[config.mk]
export PLATFORM = sky130hd
export DESIGN_NAME = flp_tap_cell
export DESIGN_NICKNAME = d
export VERILOG_FILES = /design/src/rtl/core/flp_pkg.sv /design/src/rtl/core/flp_tap_cell.sv
export SDC_FILE = /design/constraint.sdc
export NUM_CORES = 1
export LEC_CHECK = 0
export BUFFER_PORTS_ARGS = -buffer_cell sky130_fd_sc_hd__buf_2
export CORE_MARGIN = 1.5
export CORE_UTILIZATION = 41
export CTS_CLUSTER_DIAMETER = 200
export DETAILED_ROUTE_END_ITERATION = 16
export HOLD_SLACK_MARGIN = 0.15
export PLACE_DENSITY = 0.8
export SYNTH_ARGS = -nofsm -noshare
export SYNTH_HDL_FRONTEND = slang
export SYNTH_SLANG_ARGS = --single-unit
[constraint.sdc]
create_clock -name i_clk -period 1.3 [get_ports i_clk]
set_input_delay 0 -clock i_clk [delete_from_list [all_inputs] [get_ports i_clk]]
set_output_delay 0 -clock i_clk [all_outputs]
set_load 0.03 [all_outputs]
[src/rtl/core/flp_pkg.sv]
// Shared types and constants for the FIR low-pass filter unit.
// Used by the tap cells, the MAC stage, the top level and the checker.
// Depends on nothing.
package flp_pkg;

    // Default sizes; the top level takes them as parameter defaults
    localparam int TAPS_DEF        = 101;
    localparam int SAMPLE_BITS_DEF = 16;

    // Width of the coefficient index field in the input beat
    localparam int COEF_IDX_W = 7;

    // Input beat kind, carried in tuser
    typedef enum logic {
        CMD_SAMPLE = 1'b0,
        CMD_LOAD   = 1'b1
    } t_cmd;

    // Sequencer states
    typedef enum logic [1:0] {
        ST_IDLE,
        ST_RUN,
        ST_WAIT
    } t_state;

    // Movement controls broadcast to every tap cell
    typedef struct packed {
        logic shift;   // history moves one place toward the old end
        logic rotate;  // history and weight move one place toward cell 0
    } t_cell_ctl;

    // Tag that travels with each operand pair into the MAC
    typedef struct packed {
        logic valid;
        logic first;   // tap 0: start a new sum
        logic last;    // final tap: sum is complete after this one
    } t_mac_tag;

endpackage

[src/rtl/core/flp_tap_cell.sv]
// One tap of the filter: holds one history sample and one weight.
// Depends on flp_pkg (t_cell_ctl).
module flp_tap_cell
    import flp_pkg::*;
#(
    parameter int SAMPLE_BITS = SAMPLE_BITS_DEF
) (
    input  logic                          i_clk,
    input  logic                          i_rst_n,
    input  t_cell_ctl                     i_ctl,
    input  logic                          i_load,
    input  logic signed [SAMPLE_BITS-1:0] i_load_coef,
    input  logic signed [SAMPLE_BITS-1:0] i_hist_prev,
    input  logic signed [SAMPLE_BITS-1:0] i_hist_next,
    input  logic signed [SAMPLE_BITS-1:0] i_coef_next,
    output logic signed [SAMPLE_BITS-1:0] o_hist,
    output logic signed [SAMPLE_BITS-1:0] o_coef
);

    logic signed [SAMPLE_BITS-1:0] r_hist;
    logic signed [SAMPLE_BITS-1:0] r_coef;

    // History: cleared at reset, shifts on a new sample, rotates during a pass
    always_ff @(posedge i_clk) begin
        if (!i_rst_n) begin
            r_hist <= '0;
        end else if (i_ctl.shift) begin
            r_hist <= i_hist_prev;
        end else if (i_ctl.rotate) begin
            r_hist <= i_hist_next;
        end
    end

    // Weight: loaded by address, rotates along with the history
    always_ff @(posedge i_clk) begin
        if (i_load) begin
            r_coef <= i_load_coef;
        end else if (i_ctl.rotate) begin
            r_coef <= i_coef_next;
        end
    end

    assign o_hist = r_hist;
    assign o_coef = r_coef;

endmodule

==> flow_summary.toml <==
[clock_network]
clock_sinks = 32
clkLatencyLatePin_ps = 270
cts_tree = "built"
clock_path_buffers = 2
cts_buffers = 5
root_buffer = "clkbuf_8"
htree_levels = 2
clk_pin_slew_ps = 60
cts_setup_buffers = 0

[die]
start_util = 0.443
die_area_mm2 = 0.00409
core_area_mm2 = 0.00344
io_pins = 101
die_w_um = 64.0
rows = 21
die_h_um = 64.0

[grt]
grt_usage = 0.265
globalRouteOverflowTotal = 0
grt_pass1_vias = 1640
antenna_found_initial = 0
grt_max_degree = 23
grt_pass1_wl_um = 8150

[critical_path]
crit_path_end_kind = "flop"
worstPathRequired_ps = 1470
crit_type = "in2reg"
r2r_slack_ps = 400
crit_chain = "dlygate4sd3_1 -> buf_2 -> mux2_4 -> o211a_1"
cp_top_family = "buffers and inverters"
crit_path_top_delay_cell = "dlygate4sd3_1"
cp_max_fo = 1
arrival_ps = 1130
worst-path-buf-inv = 2
crit_path_start_kind = "primary input"
critPathLaunch = "i_hist_next[5]"
rr_startpoint = "o_hist[4]$_SDFFE_PN0P_"
critPathMaxStageDelay_ps = 540

[power]
seqPwrFrac = 0.430
comb_power_share = 0.279
vdd_drop_max_mv = 0.651
p_sw_frac = 0.265
p_per_area_mw_per_mm2 = 988
power.internal_w = 0.00204
leakage_nw = 1.42
p_clk_frac = 0.291
power_switching_w = 0.000738

[min_path]
hold_path.class = "in2reg"
hp-start = "i_ctl[0]"

[run_status]
status = "completed"

[routing]
wire_per_inst_um = 15.5
drc = 0
dr.pass1.iters = 4
ant_nets = 0
drt_iter0_drc = 73
vias = 1527
wl_um = 4960
via_per_inst = 4.77

[sta]
finClkSkew_ps = 0
min_period_ps = 960
worst_pin_slew_ps = 397
tns_ps = 0
fin_crit_sh = 0.738
fmax_ghz = 1.04
drv_slew = 0
setup_ws_ps = 340
hold_violations = 0
rsz0062_at_grt = "false"
slew-limit-headroom = 0.735
finalSetupViolations = 0

[yosys]
synth_cells = 106
ys_ff_latch = 32
synth_area_mm2 = 0.00153
synth_warnings = 0
syn_nets = 175
yosys.area_share.xor_xnor = 0
synth-compound-area-share = 0.105
syn_area_per_cell_um2 = 14.4
synth-simple-area-share = 0.0705
synth_mux_area_frac = 0.258
synth_top_family_by_area = "multiplexers"
synth-seq-area-share = 0.525
yosys.area_share.adder = 0
synth_cell_types = 12

[place]
port_buffers = 100
routabilityCongestion = 0.671
place_area_mm2 = 0.00206
place_ws_ps = 256
hpwl_um = 2540

[cells_and_area]
fin_util = 0.818
final_nets = 342
final_cell_mix = "buf_2 (100), dlygate4sd3_1 (65), mux2_2 (23)"
areaGrowthSynthToFinish_pct = 84.5
nFillCells = 191
mostFrequentLayoutCell = "buf_2"
drive_gt1_frac = 0.526
fin_area_mm2 = 0.00281
n_antenna_cell = 0

[job]
maxCapViolCount = 0
==> area by class of cell <==
class / instances / area (µm²) / area share
repair buffers: 169 / 1190 / 0.424
flip-flops and latches: 32 / 801 / 0.285
multi-input cells: 65 / 662 / 0.235
clock buffers: 8 / 100 / 0.0356
well taps: 46 / 57.6 / 0.0205
==> power by group through the flow <==
stage	clock, W	sequential [W]	combinational [W]
floorplan	0	0.00141	0.000204
global placement	0	0.00121	0.000599
detailed placement	0	0.00121	0.000608
CTS	0.000846	0.00119	0.000757
global route	0.000883	0.00120	0.000824
finish	0.000809	0.00120	0.000776
==> worst min-delay path, cell delays in order <==
cell and delay (ps):
buf_2 160, mux2_4 170, o211a_1 120
==> final timing paths <==
| kind | end | cells after the start |
|---|---|---|
| setup / recovery | o_hist[5]$_SDFFE_PN0P_ | 4 |
| hold / removal | o_hist[7]$_SDFFE_PN0P_ | 3 |
| setup reg to reg | o_hist[4]$_SDFFE_PN0P_ | 2 |
| hold reg to reg | o_hist[8]$_SDFFE_PN0P_ | 2 |
==> per-stage QoR <==
stage | total power (W) | instances | hold WS (ps)
floorplan | 0.00161 | 106 | 194
global placement | 0.00181 | 247 | 302
detailed placement | 0.00182 | 247 | 306
CTS | 0.00280 | 320 | 204
global route | 0.00291 | 320 | 229
finish | 0.00278 | 320 | 207
==> sequential cells by signal, indices dropped and copies added, names as in the netlist <==
register	flops
o_coef	16
o_hist	16
==> routing by layer <==
layer | vias up | part of all wire | GRT usage
met5 | - | 0 | 0
met4 | 0 | 0.017 | 0.101
met1 | 701 | 0.38 | 0.294
met3 | 8 | 0.095 | 0.0933
met2 | 91 | 0.51 | 0.461
li1 | 727 | - | -
==> synth_stat cells, drive strengths merged <==
library cell | n | share of area
clkbuf | 3 | 0.0074
edfxtp | 16 | 0.32
or2b | 1 | 0.0049
or2 | 1 | 0.0041
buf | 6 | 0.034
o211a | 16 | 0.11
nand2b | 15 | 0.062
mux2 | 32 | 0.26
dfxtp | 16 | 0.21
==> logic make-up (layout without fill, tap and decap cells) <==
family | after synthesis | after routing
buffers and inverters | 9 | 177
flip-flops | 32 | 32
multiplexers | 32 | 32
AND/OR/NAND/NOR | 17 | 17
AO/OA/AOI/OAI | 16 | 16
==> timing repair <==
item                                   CTS  global route
setup endpoints to repair                0             0
endpoints found under the hold margin   32             0
gates resized for setup                  0             0
hold buffers                            65             0
Power figures use the tool's default switching activity.
