### src/rtl/core/flp_pkg.sv
// Shared types and constants for the FIR low-pass filter unit.
// Used by the tap cells, the MAC stage, the top level and the checker.
// Depends on nothing.
package flp_pkg;

    // Default sizes; the top level takes them as parameter defaults
    localparam int TAPS_DEF        = 101;
    localparam int SAMPLE_BITS_DEF = 16;

    // Width of the coefficient index field in the input beat
    localparam int COEF_IDX_W = 7;

    // Input beat kind, carried in tuser
    typedef enum logic {
        CMD_SAMPLE = 1'b0,
        CMD_LOAD   = 1'b1
    } t_cmd;

    // Sequencer states
    typedef enum logic [1:0] {
        ST_IDLE,
        ST_RUN,
        ST_WAIT
    } t_state;

    // Movement controls broadcast to every tap cell
    typedef struct packed {
        logic shift;   // history moves one place toward the old end
        logic rotate;  // history and weight move one place toward cell 0
    } t_cell_ctl;

    // Tag that travels with each operand pair into the MAC
    typedef struct packed {
        logic valid;
        logic first;   // tap 0: start a new sum
        logic last;    // final tap: sum is complete after this one
    } t_mac_tag;

endpackage

### src/rtl/core/flp_mac.sv
// Multiply-accumulate with per-step clamping, then round and saturate.
// Depends on flp_pkg (t_mac_tag).
module flp_mac
    import flp_pkg::*;
#(
    parameter int SAMPLE_BITS = SAMPLE_BITS_DEF
) (
    input  logic                          i_clk,
    input  logic                          i_rst_n,
    input  t_mac_tag                      i_tag,
    input  logic signed [SAMPLE_BITS-1:0] i_hist,
    input  logic signed [SAMPLE_BITS-1:0] i_coef,
    input  logic                          i_take,
    output logic                          o_done,
    output logic        [SAMPLE_BITS-1:0] o_result,
    output logic                          o_sat
);

    localparam int FRAC = SAMPLE_BITS - 1;
    localparam int PW   = 2 * SAMPLE_BITS;       // product and accumulator
    localparam int SW   = PW + 1;                // sum before clamping
    localparam int QW   = SW - FRAC;             // rounded value

    localparam logic signed [SW-1:0] ACC_MAX =
        signed'({2'b00, 1'b1, {(PW - 2){1'b0}}});
    localparam logic signed [SW-1:0] ACC_MIN = -ACC_MAX;
    localparam logic signed [SW-1:0] RND_HALF =
        signed'({{(SW - FRAC){1'b0}}, 1'b1, {(FRAC - 1){1'b0}}});

    logic signed [PW-1:0] r_prod;
    t_mac_tag             r_tag;
    logic signed [PW-1:0] r_acc;
    logic                 r_done;
    logic signed [PW-1:0] n_acc;
    logic signed [SW-1:0] w_sum;
    logic signed [SW-1:0] w_rnd;
    logic signed [QW-1:0] w_q;
    logic                 w_fits;

    // Stage 1: product register
    always_ff @(posedge i_clk) begin
        r_prod <= PW'(i_hist) * PW'(i_coef);
    end

    always_ff @(posedge i_clk) begin
        if (!i_rst_n) begin
            r_tag <= '0;
        end else begin
            r_tag <= i_tag;
        end
    end

    // Stage 2: accumulate and clamp to the accumulator bound
    always_comb begin
        w_sum = r_tag.first ? SW'(r_prod) : (SW'(r_acc) + SW'(r_prod));
        if (w_sum > ACC_MAX) begin
            n_acc = ACC_MAX[PW-1:0];
        end else if (w_sum < ACC_MIN) begin
            n_acc = ACC_MIN[PW-1:0];
        end else begin
            n_acc = w_sum[PW-1:0];
        end
    end

    always_ff @(posedge i_clk) begin
        if (r_tag.valid) begin
            r_acc <= n_acc;
        end
    end

    // Sum-ready flag, held until the output register takes the result
    always_ff @(posedge i_clk) begin
        if (!i_rst_n) begin
            r_done <= 1'b0;
        end else if (r_tag.valid && r_tag.last) begin
            r_done <= 1'b1;
        end else if (i_take) begin
            r_done <= 1'b0;
        end
    end

    // Round half up, drop fraction, saturate to the sample range
    always_comb begin
        w_rnd  = SW'(r_acc) + RND_HALF;
        w_q    = QW'(w_rnd >>> FRAC);
        w_fits = (w_q[QW-1:SAMPLE_BITS-1] == '0) || (w_q[QW-1:SAMPLE_BITS-1] == '1);
        o_sat  = !w_fits;
        if (w_fits) begin
            o_result = w_q[SAMPLE_BITS-1:0];
        end else if (w_q[QW-1]) begin
            o_result = {1'b1, {(SAMPLE_BITS - 1){1'b0}}};
        end else begin
            o_result = {1'b0, {(SAMPLE_BITS - 1){1'b1}}};
        end
    end

    assign o_done = r_done;

endmodule

### config.mk
export PLATFORM = sky130hd
export DESIGN_NAME = flp_mac
export DESIGN_NICKNAME = d
export VERILOG_FILES = /design/src/rtl/core/flp_pkg.sv /design/src/rtl/core/flp_mac.sv
export SDC_FILE = /design/constraint.sdc
export NUM_CORES = 1
export LEC_CHECK = 0
export ABC_CLOCK_PERIOD_IN_PS = 6400
export BUFFER_PORTS_ARGS = -buffer_cell sky130_fd_sc_hd__clkbuf_2
export CAP_MARGIN = 20
export CORE_MARGIN = 2
export CORE_UTILIZATION = 59
export DETAILED_ROUTE_END_ITERATION = 10
export GPL_TIMING_DRIVEN = 0
export HOLD_SLACK_MARGIN = 0.03
export MAX_ROUTING_LAYER = met4
export PLACE_DENSITY = 0.8
export SYNTH_ARGS = -nofsm -noshare
export SYNTH_HDL_FRONTEND = slang
export SYNTH_SLANG_ARGS = --single-unit
### constraint.sdc
create_clock -name i_clk -period 6.4 [get_ports i_clk]
set_input_delay 0.32 -clock i_clk [delete_from_list [all_inputs] [get_ports i_clk]]
set_output_delay 0.32 -clock i_clk [all_outputs]
set_load 0.02 [all_outputs]
==> run summary, run 1 <==
Status: finished clean
Average cell area after synthesis: 9.04 sq um
Hold path startpoint: i_tag[2]
Compound-Gate Fraction of Synth Area: 12.6%
Cell taking the most area after synthesis: fa_1
Worst skew pair latency: 0.34 ns
Largest family of logic cells by synthesized area: adder cells
WHS: 0.188 ns
Die X: 162 um
Layout area overhead: 8.64%
Max-slew violation count: 0
Final setup TNS: 0 ns
DR pass1 iterations: 6
Synth Area in XOR/XNOR: 3.72%
RR Startpoint: r_prod[0]
Portion of netlist area occupied by mux cells: 1.09%
Clock Tree Buf Depth: 2
Yosys cell types: 82
Final hold vios: 0
Via count: 11631
Slew margin rel.: 42.0%
Crit path kind: input port to flop
I/O pin cnt: 56
Fin nets: 2119
Synth warn: 0
Gr ovfl total: 0
Synth Instances: 1639
Crit Path Max Fanout: 10
RSZ-0062 raised after global routing: yes
Maxcap violations: 0
Synth Area in Adders: 45.2%
Worst Max-Slew Pin Slew: 0.871 ns
Row cnt: 57
Clk root buf: clkbuf_16
Post-synth EDFFs: 32
Die height: 162 um
Inserted Clock Buffers: 9
Initial antenna violation count: 0
Most common cell after layout, fill and taps aside: inv_1
Leading cell types in the layout, fill and taps excluded: inv_1 (307), fa_1 (263), nand2_1 (172), and2_1 (135), ha_1 (112)
Routed len/inst: 18.4 um
Via density: 5.72
Ys flop type: dfxtp_1
Htree depth: 3
Multi-input gate area: 11800 sq um
Number of hold buffers added after CTS: 0
Clk pin slew, worst setup/hold paths: 0.05 ns
Core ar.: 24500 sq um
Gpl congestion: 0.955
Synth top area cells: fa_1 (36%), ha_1 (9.7%), inv_1 (7.8%)
Iteration-0 DRC count of the detailed router: 889
I/O Buffers: 55
Register bit total from synthesis: 68
DP HPWL: 31.3 mm
Register area: 1680 sq um
Ys async rst share: 0%
First-pass GRT wire length: 61.7 mm
Clk sinks: 68
Worst Reg-to-Reg Cells: 14
Total global-route track usage: 30.7%
Design area: 16100 sq um
Vias in the first global route: 11979
Crit path required time: 6.62 ns
Drt drc: 0
Period Utilization, post-route: 97.2%
Mapped cell area: 14800 sq um
DIE AREA: 26400 sq um
Hold depth: 2
Worst Hold Path EP: r_tag[2]
Sequential fraction of the synthesis area: 11.4%
R2r endpoint: r_acc[20]
Critical Path Source Type: input port
Routed WL: 37.3 mm
Synth Area in Simple Gates: 16.5%
Reg2reg setup slack: 1.92 ns
Largest net degree at the start of global routing: 34
Worst Setup End Kind: flop
Initial Utilization: 60.6%
Fillers: 1979
Share of the synthesized area in the top cell type: 35.5%
FMAX: 161 MHz
Worst endpoint data arrival time: 6.45 ns
DRT antenna net count: 0
Layout cell share with drive strength beyond 1: 9.89%
DP Area: 15500 sq um
Antenna diodes: 0
Synth Net Count: 2055
Setup violations, final: 0
Fin crit period: 6.22 ns
CTS tree: done
Clock Skews: 0.00975 ns
Worst Hold Class: input port to flop
area by class of cell:
type,instances,area share (%)
plain buffers,51,2.17
well taps,324,2.52
multi-input cells,1205,73.5
flip-flops and latches,68,10.5
inverters,308,7.18
repair buffers,60,2.08
clock inverters,5,0.498
clock buffers,11,1.64
kinds of logic (layout without fill, tap and decap cells):
logic type      count (synthesis)  count (layout)
buf+inv                       366             435
compound gates                263             263
flops                          68              68
fa+ha+maj                     378             378
simple gates                  485             485
mux                            16              16
xor+xnor                       63              63
cells in the mapped netlist (all sizes together) (9+ instances only):
cell type	instances
a21o	26
inv	308
nor2	60
xor2	17
and3	14
nand2	172
nand4	13
a21boi	9
o21a	20
o21ai	54
fa	263
ha	115
nor2b	9
mux2i	15
a21oi	77
buf	15
nor3	20
nand3	15
clkbuf	43
a211oi	12
nand2b	11
edfxtp	32
xnor2	46
dfxtp	36
and2	137
registers in the layout, summed over array words and instances, names as in the netlist:
signal and flops:
r_acc 32, r_tag 3, o_done 1, r_prod 32
critical path, stage by stage:
cell and delay, ns:
buf_2 0.18, buf_8 0.17, and2_1 0.15, fa_1 0.49, inv_1 0.05, fa_1 0.47
fa_1 0.52, fa_1 0.56, inv_1 0.07, fa_1 0.45, fa_1 0.56, ha_4 0.23
a21o_1 0.18, a21o_1 0.20, a21o_1 0.23, a2111oi_4 0.22, or4_4 0.21, o21ai_2 0.07
o31a_1 0.34, o31ai_4 0.21, or4b_1 0.45, o311ai_0 0.11
metal layers:
| layer | track usage (%) | up-vias | share of wire, % |
|---|---|---|---|
| met3 | 4.91 | 90 | 7.7 |
| met5 | - | - | 0 |
| met1 | 39.6 | 5671 | 41 |
| met4 | 8.81 | 0 | 2.5 |
| li1 | - | 5358 | - |
| met2 | 50.8 | 512 | 49 |
through the flow:
step | setup WS [ns] | util (%) | std cells
after floorplan | 0.0752 | - | 1639
after global placement | -1.03 | 63.3 | 2018
after detailed placement | -1.08 | 63.4 | 2018
after CTS | 0.00250 | 65.2 | 2031
after global routing | -0.0538 | 65.8 | 2032
final | 0.176 | 65.8 | 2032
repair_timing:
item / in CTS / in global routing
setup buffers: 0 / 4
pin swaps: 0 / 3
resized for setup: 37 / 70
cloned: 0 / 1
endpoints found under the setup margin: 7 / 6
worst max path at each step:
stage / start / to / slack, ns / depth (start not counted)
3_5_place_dp: i_hist[10] / r_prod[28] / -1.08 / 21
4_1_cts: i_hist[11] / r_prod[28] / 0.002 / 22
6_report: i_hist[5] / r_prod[28] / 0.18 / 22
2_1_floorplan: i_hist[10] / r_prod[28] / 0.08 / 20
3_3_place_gp: i_hist[10] / r_prod[28] / -1.03 / 21
5_1_grt: i_hist[4] / r_prod[31] / -0.05 / 23
Power of run 1 is not shown: default switching activity piles up to over one toggle a cycle in this logic, so the estimate is an artifact.
==> run 2: changes to the inputs <==
==> constraint.sdc (replaced) <==
create_clock -name i_clk -period 6.4 [get_ports i_clk]
set_input_delay 1.28 -clock i_clk [delete_from_list [all_inputs] [get_ports i_clk]]
set_output_delay 1.28 -clock i_clk [all_outputs]
set_load 0.02 [all_outputs]
==> run 2 against run 1 <==
  * The flow now finishes with violations (negative setup slack)
  * Fmax is 10% lower
  * Clock skew is 0.0022 ns lower
  * Utilization is 4.0 points higher
  * Via count is 5.3% higher
  * Register-to-register slack worse by 0.07 ns
  * Cell area is 6.1% higher
  * Critical path type unchanged
  * Critical endpoint unchanged
==> run summary, run 2 (synthesis results as in run 1) <==
Status: complete, but fails checks (was finished clean)
Failing checks: negative setup slack
DR pass1 iterations: 5 (was 6)
Antenna diodes: 0 (unchanged)
Reg2reg setup slack: 1.85 ns (was 1.92 ns)
Clk pin slew, worst setup/hold paths: 0.05 ns (about the same)
Worst Setup End Kind: flop (unchanged)
Hold path startpoint: r_tag[0] (was i_tag[2])
Fin crit period: 6.95 ns (was 6.22 ns)
Largest net degree at the start of global routing: 34 (unchanged)
Clk sinks: 68 (unchanged)
Layout area overhead: 15.3% (was 8.64%)
Worst skew pair latency: 0.33 ns (was 0.34 ns)
Crit path required time: 6.63 ns (was 6.62 ns)
Vias in the first global route: 13052 (was 11979)
I/O pin cnt: 56 (unchanged)
Die X: 162 um (unchanged)
Row cnt: 57 (unchanged)
Routed len/inst: 19.7 um (was 18.4 um)
I/O Buffers: 55 (unchanged)
Via count: 12242 (was 11631)
Multi-input gate area: 12000 sq um (was 11800 sq um)
Top cell by count, worst path: fa_1 (unchanged)
Drt drc: 0 (unchanged)
Worst setup startpoint: i_coef[6] (was i_hist[5])
Core ar.: 24500 sq um (unchanged)
Most common cell after layout, fill and taps aside: inv_1 (unchanged)
Worst Hold Path EP: o_done (was r_tag[2])
Worst endpoint data arrival time: 7.19 ns (was 6.45 ns)
FMAX: 144 MHz (was 161 MHz)
Fillers: 1810 (was 1979)
Final setup TNS: -3.11 ns (was 0 ns)
Via density: 5.89 (was 5.72)
DRT antenna net count: 0 (unchanged)
Worst Max-Slew Pin Slew: 0.855 ns (was 0.871 ns)
Crit-path max cell delay: 0.59 ns (was 0.56 ns)
Dpl ws: -1.47 ns (was -1.08 ns)
Gpl congestion: 0.991 (was 0.955)
Period Utilization, post-route: 109% (was 97.2%)
Inserted Clock Buffers: 9 (unchanged)
R2r endpoint: r_acc[20] (unchanged)
Htree depth: 3 (unchanged)
Maxcap violations: 0 (unchanged)
Worst Reg-to-Reg Cells: 14 (unchanged)
Die height: 162 um (unchanged)
Slew margin rel.: 43.0% (was 42.0%)
Final worst-path setup slack: -0.552 ns (was 0.176 ns)
Register area: 1680 sq um (unchanged)
Initial Utilization: 60.6% (unchanged)
Crit Path Max Fanout: 5 (was 10)
CTS tree: done (unchanged)
Setup violations, final: 9 (was 0)
Leading cell types in the layout, fill and taps excluded: inv_1 (298), fa_1 (255), nand2_1 (168), and2_1 (128), ha_1 (107) (was inv_1 (307), fa_1 (263), nand2_1 (172), and2_1 (135), ha_1 (112))
First-pass GRT wire length: 66.7 mm (was 61.7 mm)
Top flop regs: r_acc: 32 flops, r_prod: 32 flops, r_tag: 3 flops (unchanged)
DP HPWL: 32.0 mm (was 31.3 mm)
Clock Skews: 0.00753 ns (was 0.00975 ns)
RSZ-0062 raised after global routing: yes (unchanged)
Final hold vios: 0 (unchanged)
Number of hold buffers added after CTS: 0 (unchanged)
Max-slew violation count: 0 (unchanged)
Gr ovfl total: 0 (unchanged)
Iteration-0 DRC count of the detailed router: 972 (was 889)
Clk root buf: clkbuf_16 (unchanged)
Clock Tree Buf Depth: 2 (unchanged)
Initial antenna violation count: 0 (unchanged)
Crit path kind: input port to flop (unchanged)
Fin nets: 2164 (was 2119)
Worst path slowest cell: fa_1 (unchanged)
Total global-route track usage: 33.2% (was 30.7%)
RR Startpoint: r_prod[0] (unchanged)
Layout cell share with drive strength beyond 1: 15.0% (was 9.89%)
Critical-path cell list: clkbuf_16, buf_8, and2_4, fa_1, inv_1, fa_1, fa_1, fa_1, inv_2, fa_1, fa_1, ha_4, a21o_1, a21o_1, a21o_1, a2111oi_4, or4_4, o21ai_4, o31a_1, o31ai_4, or4b_1, o311ai_1 (was buf_2, buf_8, and2_1, fa_1, inv_1, fa_1, fa_1, fa_1, inv_1, fa_1, fa_1, ha_4, a21o_1, a21o_1, a21o_1, a2111oi_4, or4_4, o21ai_2, o31a_1, o31ai_4, or4b_1, o311ai_0)
DIE AREA: 26400 sq um (unchanged)
Routed WL: 41.0 mm (was 37.3 mm)
Hold depth: 2 (unchanged)
Critical Path Source Type: input port (unchanged)
Worst Hold Class: flop to flop (was input port to flop)
==> run 2: layout make-up <==
type                       count  share of cell area, %
buffer                        58                   3.58
clock buffer                  13                   1.84
clock inverter                 3                  0.117
inverter                     308                   6.77
multi-input combinational   1205                   70.5
sequential                    68                   9.86
tap                          324                   2.37
timing repair buffer          98                   4.92
==> run 2: layer usage <==
layer / track usage (%) / vias to the layer above / wire, um
met5: - / - / 0
met4: 9.57 / 0 / 1400
met3: 4.53 / 119 / 3270
met2: 56.4 / 582 / 20300
met1: 41.9 / 6083 / 16000
li1: - / 5458 / -
==> run 2: worst max-delay path, delay by kind of cell <==
family / cells / cell delay (ns)
adders and majority gates: 7 / 3.26
AOI/OAI and AO/OA: 8 / 1.45
buffers and inverters: 4 / 0.35
and+or+nand+nor: 3 / 0.83
==> run 2: per-stage QoR <==
step | utilization (%) | hold slack, ns | cell area (sq um) | std cells
final | 69.8 | 0.466 | 17100 | 2077
after global placement | 64.2 | 0.435 | 15700 | 2018
after CTS | 69.1 | 0.471 | 16900 | 2068
after detailed placement | 64.2 | 0.466 | 15700 | 2018
after global routing | 69.8 | 0.491 | 17100 | 2077
after floorplan | - | 0.429 | 15000 | 1639
==> run 2: what timing repair did <==
action,4_1_cts,5_1_grt
endpoints found under the setup margin,16,14
resized for setup,116,34
pin swaps,24,17
gates cloned,1,0
setup buffers,33,10
==> run 2: worst max path at each step <==
stage	to	slack, ns	depth (start not counted)
after global placement	r_prod[31]	-1.35	23
after CTS	r_prod[28]	-0.51	22
final	r_prod[28]	-0.55	22
after detailed placement	r_prod[31]	-1.47	23
after floorplan	r_prod[28]	-0.48	21
after global routing	r_prod[28]	-0.67	23
Power of run 2 is left out for the same reason.
